## config.mk

```make
export PLATFORM = sky130hd
export DESIGN_NAME = sha1_message_digest_top
export DESIGN_NICKNAME = d
export VERILOG_FILES = /design/src/design/sha1md_pkg.sv /design/src/design/sha1md_wmem.sv /design/src/design/sha1md_round.sv /design/src/design/sha1_message_digest_top.sv
export SDC_FILE = /design/constraint.sdc
export NUM_CORES = 2
export LEC_CHECK = 0
export BUFFER_PORTS_ARGS = -buffer_cell sky130_fd_sc_hd__buf_2
export CAP_MARGIN = 20
export CORE_UTILIZATION = 25
export CTS_CLUSTER_DIAMETER = 200
export CTS_CLUSTER_SIZE = 24
export DETAILED_ROUTE_END_ITERATION = 10
export PLACE_DENSITY = 0.47
export SLEW_MARGIN = 30
export SYNTH_ARGS = -nofsm -noshare
export SYNTH_HDL_FRONTEND = slang
export SYNTH_SLANG_ARGS = --single-unit
```

## constraint.sdc

```tcl
create_clock -name i_clk -period 12.5 [get_ports i_clk]
set_clock_uncertainty 0.05 [all_clocks]
set_input_delay 1.25 -clock i_clk [delete_from_list [all_inputs] [get_ports i_clk]]
set_output_delay 1.25 -clock i_clk [all_outputs]
set_load 0.02 [all_outputs]
```

## src/design/sha1md_pkg.sv

```systemverilog
// ----------------------------------------------------------------------------
// SHA-1 digest package
// Shared types and constants for the streaming SHA-1 digest block.
// ----------------------------------------------------------------------------
package sha1md_pkg;

    typedef struct packed {
        logic [31:0] a;
        logic [31:0] b;
        logic [31:0] c;
        logic [31:0] d;
        logic [31:0] e;
    } t_vars;

    localparam t_vars H_INIT = '{
        a: 32'h6745_2301,
        b: 32'hEFCD_AB89,
        c: 32'h98BA_DCFE,
        d: 32'h1032_5476,
        e: 32'hC3D2_E1F0
    };

    localparam logic [31:0] K_0 = 32'h5A82_7999;
    localparam logic [31:0] K_1 = 32'h6ED9_EBA1;
    localparam logic [31:0] K_2 = 32'h8F1B_BCDC;
    localparam logic [31:0] K_3 = 32'hCA62_C1D6;

    localparam logic [7:0] PAD_MARK = 8'h80;

    localparam int          SCHED_DEPTH = 16;
    localparam logic [6:0]  ROUNDS      = 7'd80;
    localparam logic [6:0]  SCHED_START = 7'd16;
    localparam logic [2:0]  LAST_WORD   = 3'd4;

endpackage

```

## src/design/sha1md_wmem.sv

```systemverilog
// ----------------------------------------------------------------------------
// SHA-1 schedule memory
// 16 x 32 schedule window, one write port, two read ports, registered reads.
// ----------------------------------------------------------------------------
module sha1md_wmem (
    input  logic        i_clk,
    input  logic        i_we,
    input  logic [3:0]  i_waddr,
    input  logic [31:0] i_wdata,
    input  logic [3:0]  i_raddr0,
    input  logic [3:0]  i_raddr1,
    output logic [31:0] o_rdata0,
    output logic [31:0] o_rdata1
);
    import sha1md_pkg::*;

    logic [31:0] r_mem [SCHED_DEPTH];
    logic [31:0] r_q0;
    logic [31:0] r_q1;

    always_ff @(posedge i_clk) begin
        if (i_we) begin
            r_mem[i_waddr] <= i_wdata;
        end
        r_q0 <= r_mem[i_raddr0];
        r_q1 <= r_mem[i_raddr1];
    end

    assign o_rdata0 = r_q0;
    assign o_rdata1 = r_q1;

endmodule

```

## src/design/sha1md_round.sv

```systemverilog
// ----------------------------------------------------------------------------
// SHA-1 round
// Schedule word expansion and one compression round on the working variables.
// ----------------------------------------------------------------------------
module sha1md_round (
    input  logic [6:0]          i_t,
    input  sha1md_pkg::t_vars   i_vars,
    input  logic [31:0]         i_x,
    input  logic [31:0]         i_q0,
    input  logic [31:0]         i_q1,
    output logic [31:0]         o_w,
    output sha1md_pkg::t_vars   o_vars
);
    import sha1md_pkg::*;

    logic [31:0] mix;
    logic [31:0] f;
    logic [31:0] k;
    logic [31:0] tmp;

    always_comb begin
        mix = i_x ^ i_q0 ^ i_q1;
        o_w = (i_t < SCHED_START) ? i_q1 : {mix[30:0], mix[31]};

        priority if (i_t < 7'd20) begin
            f = (i_vars.b & i_vars.c) | (~i_vars.b & i_vars.d);
            k = K_0;
        end else if (i_t < 7'd40) begin
            f = i_vars.b ^ i_vars.c ^ i_vars.d;
            k = K_1;
        end else if (i_t < 7'd60) begin
            f = (i_vars.b & i_vars.c) | (i_vars.b & i_vars.d) | (i_vars.c & i_vars.d);
            k = K_2;
        end else begin
            f = i_vars.b ^ i_vars.c ^ i_vars.d;
            k = K_3;
        end

        tmp = {i_vars.a[26:0], i_vars.a[31:27]} + f + i_vars.e + k + o_w;

        o_vars.a = tmp;
        o_vars.b = i_vars.a;
        o_vars.c = {i_vars.b[1:0], i_vars.b[31:2]};
        o_vars.d = i_vars.c;
        o_vars.e = i_vars.d;
    end

endmodule

```

## src/design/sha1_message_digest_top.sv

```systemverilog
// ----------------------------------------------------------------------------
// SHA-1 message digest
// Streaming SHA-1: bytes in, padding and length appended, five digest words out.
// ----------------------------------------------------------------------------
//  channel | handshake                  | payload
//  --------+----------------------------+---------------------------------------
//  in      | i_in_valid / o_in_ready    | i_data_byte, i_byte_valid, i_last
//  out     | o_out_valid / i_out_ready  | o_digest_word, o_word_index, o_word_last
//
//  Byte items can be taken back to back while idle; the 64th byte of a block adds a
//  compression (a read phase and a compute phase per round, set by the two read
//  ports of the schedule memory, plus one priming read and one chaining add).
//  A last item adds the padding bytes plus one or two compressions, then five
//  digest items. No item is taken while padding, compressing or delivering.
//  Synchronous active-low reset restores the initial chaining words.
// ----------------------------------------------------------------------------
module sha1_message_digest_top (
    input  logic        i_clk,
    input  logic        i_rst_n,
    input  logic        i_in_valid,
    output logic        o_in_ready,
    input  logic [7:0]  i_data_byte,
    input  logic        i_byte_valid,
    input  logic        i_last,
    output logic        o_out_valid,
    input  logic        i_out_ready,
    output logic [31:0] o_digest_word,
    output logic [2:0]  o_word_index,
    output logic        o_word_last
);
    import sha1md_pkg::*;

    localparam logic [2:0] S_IDLE = 3'd0;
    localparam logic [2:0] S_PAD  = 3'd1;
    localparam logic [2:0] S_COMP = 3'd2;
    localparam logic [2:0] S_ADD  = 3'd3;
    localparam logic [2:0] S_OUT  = 3'd4;

    localparam logic [1:0] P_MARK = 2'd0;
    localparam logic [1:0] P_ZERO = 2'd1;
    localparam logic [1:0] P_LEN  = 2'd2;

    logic [2:0]  r_state, n_state;
    logic [2:0]  r_ret,   n_ret;
    logic [1:0]  r_pst,   n_pst;
    logic [5:0]  r_cnt,   n_cnt;
    logic [63:0] r_len,   n_len;
    logic [23:0] r_word,  n_word;
    logic [6:0]  r_rnd,   n_rnd;
    logic        r_ph,    n_ph;
    logic        r_fin,   n_fin;
    logic [31:0] r_x,     n_x;
    logic [2:0]  r_oi,    n_oi;
    t_vars       r_h,     n_h;
    t_vars       r_vars,  n_vars;

    logic        push_en;
    logic [7:0]  push_byte;
    logic [7:0]  len_byte;
    logic        len_phase;
    logic        in_acc;
    logic        out_acc;

    logic        mem_we;
    logic [3:0]  mem_waddr;
    logic [31:0] mem_wdata;
    logic [3:0]  mem_raddr0;
    logic [3:0]  mem_raddr1;
    logic [31:0] mem_q0;
    logic [31:0] mem_q1;

    logic [6:0]  t_fin;
    logic [31:0] rnd_w;
    t_vars       rnd_vars;

    sha1md_wmem u_wmem (
        .i_clk    (i_clk),
        .i_we     (mem_we),
        .i_waddr  (mem_waddr),
        .i_wdata  (mem_wdata),
        .i_raddr0 (mem_raddr0),
        .i_raddr1 (mem_raddr1),
        .o_rdata0 (mem_q0),
        .o_rdata1 (mem_q1)
    );

    assign t_fin = r_rnd - 7'd1;

    sha1md_round u_round (
        .i_t    (t_fin),
        .i_vars (r_vars),
        .i_x    (r_x),
        .i_q0   (mem_q0),
        .i_q1   (mem_q1),
        .o_w    (rnd_w),
        .o_vars (rnd_vars)
    );

    assign o_in_ready  = (r_state == S_IDLE);
    assign o_out_valid = (r_state == S_OUT);
    assign in_acc      = i_in_valid & o_in_ready;
    assign out_acc     = o_out_valid & i_out_ready;
    assign len_byte    = 8'(r_len >> {~r_cnt[2:0], 3'b000});
    assign len_phase   = (r_pst == P_LEN) || ((r_pst == P_ZERO) && (r_cnt == 6'd56));

    always_comb begin
        unique case (r_oi)
            3'd0:    o_digest_word = r_h.a;
            3'd1:    o_digest_word = r_h.b;
            3'd2:    o_digest_word = r_h.c;
            3'd3:    o_digest_word = r_h.d;
            default: o_digest_word = r_h.e;
        endcase
    end
    assign o_word_index = r_oi;
    assign o_word_last  = (r_oi == LAST_WORD);

    always_comb begin
        if (r_ph) begin
            mem_raddr0 = r_rnd[3:0] + 4'd2;
            mem_raddr1 = r_rnd[3:0];
        end else begin
            mem_raddr0 = r_rnd[3:0] - 4'd3;
            mem_raddr1 = r_rnd[3:0] - 4'd8;
        end
    end

    always_comb begin
        n_state = r_state;
        n_ret   = r_ret;
        n_pst   = r_pst;
        n_cnt   = r_cnt;
        n_len   = r_len;
        n_word  = r_word;
        n_rnd   = r_rnd;
        n_ph    = r_ph;
        n_fin   = r_fin;
        n_x     = r_x;
        n_oi    = r_oi;
        n_h     = r_h;
        n_vars  = r_vars;

        push_en   = 1'b0;
        push_byte = i_data_byte;
        mem_we    = 1'b0;
        mem_waddr = r_cnt[5:2];
        mem_wdata = {r_word, push_byte};

        unique case (r_state)
            S_IDLE: begin
                if (in_acc) begin
                    push_en = i_byte_valid;
                    if (i_byte_valid) begin
                        n_len = r_len + 64'd8;
                    end
                    if (i_last) begin
                        n_state = S_PAD;
                        n_pst   = P_MARK;
                    end
                    n_ret = i_last ? S_PAD : S_IDLE;
                end
            end
            S_PAD: begin
                push_en = 1'b1;
                unique case (r_pst)
                    P_MARK: begin
                        push_byte = PAD_MARK;
                        n_pst     = P_ZERO;
                    end
                    P_ZERO: begin
                        push_byte = len_phase ? len_byte : 8'd0;
                        if (len_phase) begin
                            n_pst = P_LEN;
                        end
                    end
                    default: begin
                        push_byte = len_byte;
                    end
                endcase
                n_ret = (r_pst == P_LEN) ? S_OUT : S_PAD;
            end
            S_COMP: begin
                if (!r_ph) begin
                    if (r_fin) begin
                        n_vars    = rnd_vars;
                        mem_we    = (t_fin >= SCHED_START);
                        mem_waddr = t_fin[3:0];
                        mem_wdata = rnd_w;
                    end
                    if (r_rnd == ROUNDS) begin
                        n_state = S_ADD;
                    end else begin
                        n_ph = 1'b1;
                    end
                end else begin
                    n_x   = mem_q0 ^ mem_q1;
                    n_ph  = 1'b0;
                    n_fin = 1'b1;
                    n_rnd = r_rnd + 7'd1;
                end
            end
            S_ADD: begin
                n_h.a   = r_h.a + r_vars.a;
                n_h.b   = r_h.b + r_vars.b;
                n_h.c   = r_h.c + r_vars.c;
                n_h.d   = r_h.d + r_vars.d;
                n_h.e   = r_h.e + r_vars.e;
                n_state = r_ret;
                n_oi    = 3'd0;
            end
            S_OUT: begin
                if (out_acc) begin
                    if (o_word_last) begin
                        n_h     = H_INIT;
                        n_cnt   = 6'd0;
                        n_len   = 64'd0;
                        n_state = S_IDLE;
                    end else begin
                        n_oi = r_oi + 3'd1;
                    end
                end
            end
            default: begin
                n_state = S_IDLE;
            end
        endcase

        if (push_en) begin
            mem_waddr = r_cnt[5:2];
            mem_wdata = {r_word, push_byte};
            mem_we    = (r_cnt[1:0] == 2'd3);
            n_word    = {r_word[15:0], push_byte};
            n_cnt     = r_cnt + 6'd1;
            if (r_cnt == 6'd63) begin
                n_state = S_COMP;
                n_rnd   = 7'd0;
                n_ph    = 1'b0;
                n_fin   = 1'b0;
                n_vars  = r_h;
            end
        end
    end

    always_ff @(posedge i_clk) begin
        if (!i_rst_n) begin
            r_state <= S_IDLE;
            r_ret   <= S_IDLE;
            r_pst   <= P_MARK;
            r_cnt   <= 6'd0;
            r_len   <= 64'd0;
            r_rnd   <= 7'd0;
            r_ph    <= 1'b0;
            r_fin   <= 1'b0;
            r_oi    <= 3'd0;
            r_h     <= H_INIT;
            r_vars  <= '0;
        end else begin
            r_state <= n_state;
            r_ret   <= n_ret;
            r_pst   <= n_pst;
            r_cnt   <= n_cnt;
            r_len   <= n_len;
            r_rnd   <= n_rnd;
            r_ph    <= n_ph;
            r_fin   <= n_fin;
            r_oi    <= n_oi;
            r_h     <= n_h;
            r_vars  <= n_vars;
        end
    end

    always_ff @(posedge i_clk) begin
        r_word <= n_word;
        r_x    <= n_x;
    end

endmodule

```

==> impl_metrics.tcl <==
set metrics [dict create \
    io_pins 52 \
    cts_max_level 2 \
    synth_top_area_share_pct 29.5 \
    yosysTopAreaCell "edfxtp_1" \
    seq_area_frac_synth_pct 45.8 \
    fin_nets 5448 \
    grt_pass1_wl_mm 283 \
    async_flop_share_pct 0 \
    cts_buffers 49 \
    grt_pass1_vias 40800 \
    cp_data_arrival_time_ns 8.60 \
    n_fill_cell 24000 \
    path_clk_slew_ns 0.11 \
    clock_latency_ns 0.73 \
    outcome "finished, final reports clean" \
    tightest_slew_ns 1.08 \
    antenna_found_initial 4 \
    syn_area_per_cell_sq_um 11.1 \
    floorplan.initialDensity_pct 25.1 \
    synth.distinct_cells 104 \
    dieArea_sq_um 233000 \
    rsz0062_at_grt "false" \
    wirelength_mm 192 \
    endpoint "r_vars[149]" \
    viasPerCell 5.11 \
    cts_setup_buffers 0 \
    grt_use_total_pct 16.2 \
    grt_max_degree 201 \
    drv_slew 0 \
    final_antenna_net_count 0 \
    required_ns 13.13 \
    setup_viol 0 \
    vias 41700 \
    yosysMostFrequentCell "nand2_1" \
    reg2regPathDepth 26 \
    critPathCaptureType "register" \
    synth-edff-count 568 \
    r2r_slack_ns 4.53 \
    synth_top_cells_by_count "nand2_1, edfxtp_1, nor2_1" \
    dp_hpwl_mm 126 \
    hp-class "register to register" \
    final.setup.tns_ns 0 \
    cts_repair_resize_count 0 \
    synth_cells 5209 \
    path_max_fanout 33 \
    grt_overflow_total 0 \
    crit_type "register to register" \
    ctsHoldBuffers 0 \
    clock.fmax_mhz 125 \
    p_per_area_nw_per_um2 90.6 \
    syn_area_sq_um 57800 \
    core-area_sq_um 230000 \
    fin_util_pct 27.5 \
    ys_ff_latch 1038 \
    cts_num_sinks 1038 \
    placed_cells 8074 \
    die_h_microns 483 \
    drc 0 \
    portBuffers 51 \
    layout.cells.non_filler 8160 \
    start_kind "register" \
    p_leak_uw 0.0220 \
    dr.pass1.iters 6 \
    globalplace.congestion 0.852 \
    cap_violations 0 \
    setup.worst_path.start "r_rnd[0]" \
    syn_nets 5556 \
    min_period_ns 7.97 \
    synth-main-ff-cell "edfxtp_1" \
    die_w_microns 483 \
    drive_above_1_share_pct 11.7 \
    multi_input_area_sq_um 29500 \
    placementRows 176 \
    clk_path_buf_depth 3 \
    drt_iter0_drc 3848 \
    r2r-end "r_vars[149]" \
    finalCritPeriodShare_pct 63.8 \
    cts-root-buf "clkbuf_16" \
    rr_startpoint "r_rnd[0]" \
    ff_latch_area_sq_um 26500 \
    vdd_ir_drop_max_mv 0.0910 \
    area_growth_pct 9.37 \
    cts_tree "done" \
    wl_per_cell_microns 23.6 \
    yosysWarnings 0 \
    synth_area_leaders "edfxtp_1, dfxtp_1, mux4_2" \
    relSlewSlack_pct 27.2 \
    hold_violations 0 \
]
## cell usage in the layout, fill, tap and decap left out, types with 86 or more instances in the layout
cell,n
nand2_1,583
edfxtp_1,568
nor2_1,466
dfxtp_1,466
mux4_2,301
o21ai_0,280
inv_1,258
ha_1,208
a21oi_1,201
xor2_1,136
xnor2_1,134
fa_1,125
a21o_1,99
a31oi_1,87
a22oi_1,86
## area by class of cell
class	instances	share of cell area (%)
diodes	2	0.00792
multi-input cells	3610	46.6
clock inverters	4	0.141
clock buffers	78	2.11
well taps	3026	5.99
repair buffers	140	1.68
flip-flops and latches	1038	41.9
inverters	262	1.56
## state kept, by name (all words and copies together) (netlist names)
| name | flops |
|---|---|
| u_wmem.r_mem | 512 |
| r_h | 160 |
| r_vars | 160 |
| r_len | 61 |
| r_x | 32 |
| u_wmem.o_rdata0 | 32 |
| u_wmem.o_rdata1 | 32 |
| r_word | 24 |
| r_rnd | 7 |
| r_cnt | 6 |
| o_word_index | 3 |
| r_state | 3 |
| r_pst | 2 |
| r_ret | 2 |
| r_fin | 1 |
| r_ph | 1 |
## routing by layer
metal / wire length, microns / global-route usage (%)
met1: 88400 / 23.2
met2: 88700 / 26.1
met3: 11200 / 1.82
met4: 3930 / 3.70
met5: 0 / 0
## stage by stage
step / hold WS, ns / power, uW / area [sq um] / setup slack [ns]
floorplan: 0.376 / 3790 / 57800 / 5.22
global placement: 0.395 / 3860 / 61700 / 4.20
detailed placement: 0.401 / 3860 / 61700 / 4.09
CTS: 0.429 / 5810 / 63100 / 4.04
global route: 0.429 / 5910 / 63200 / 3.94
finish: 0.424 / 5730 / 63200 / 4.53
## worst min-delay path by stage
stage	from	to	slack, ns	depth (start not counted)
after global placement	r_ret[2]	r_ret[2]	0.40	2
after detailed placement	r_word[13]	r_word[21]	0.40	0
after CTS	r_word[10]	r_word[18]	0.43	0
final	r_word[10]	r_word[18]	0.42	0
after global routing	r_word[10]	r_word[18]	0.43	0
after floorplan	r_word[2]	r_word[10]	0.38	0
## kinds of logic (layout without fill, tap and decap cells)
group                    count (synthesis)  count (layout)  share of synthesized area (%)
AO/OA/AOI/OAI                         1238            1238                           14.2
XOR/XNOR                               273             273                           4.14
adder cells (fa/ha/maj)                333             333                           8.83
buffers and inverters                  561             484                           3.74
flip-flops                            1038            1038                           45.8
multiplexers                           345             345                           12.5
other                                    0               2                              0
AND/OR/NAND/NOR                       1421            1421                           10.8
## critical path, stage by stage (launching register included)
cell and delay [ns]:
dfxtp_4 0.82, inv_1 0.14, ha_1 0.28, nand2b_1 0.22, nor2_1 0.11, and4_1 0.25, o22a_1 0.24, nand2_1 0.44
nand2_1 0.59, inv_2 0.63, a221oi_1 0.21, fa_1 0.52, inv_1 0.07, ha_1 0.16, inv_1 0.07, fa_1 0.43
nor2b_1 0.16, o21a_1 0.18, o21ai_0 0.12, a211oi_1 0.45, nor2_1 0.17, o31ai_1 0.36, a21o_1 0.22, a21oi_1 0.09
or4b_2 0.63, a41oi_1 0.17, o21a_1 0.12
## power by group
group	switching, uW	total, uW	internal, uW
logic	114	144	29.7
registers	15.0	3640	3630
clock network	1190	1940	754
No activity file was read; power rests on OpenSTA's default activity.
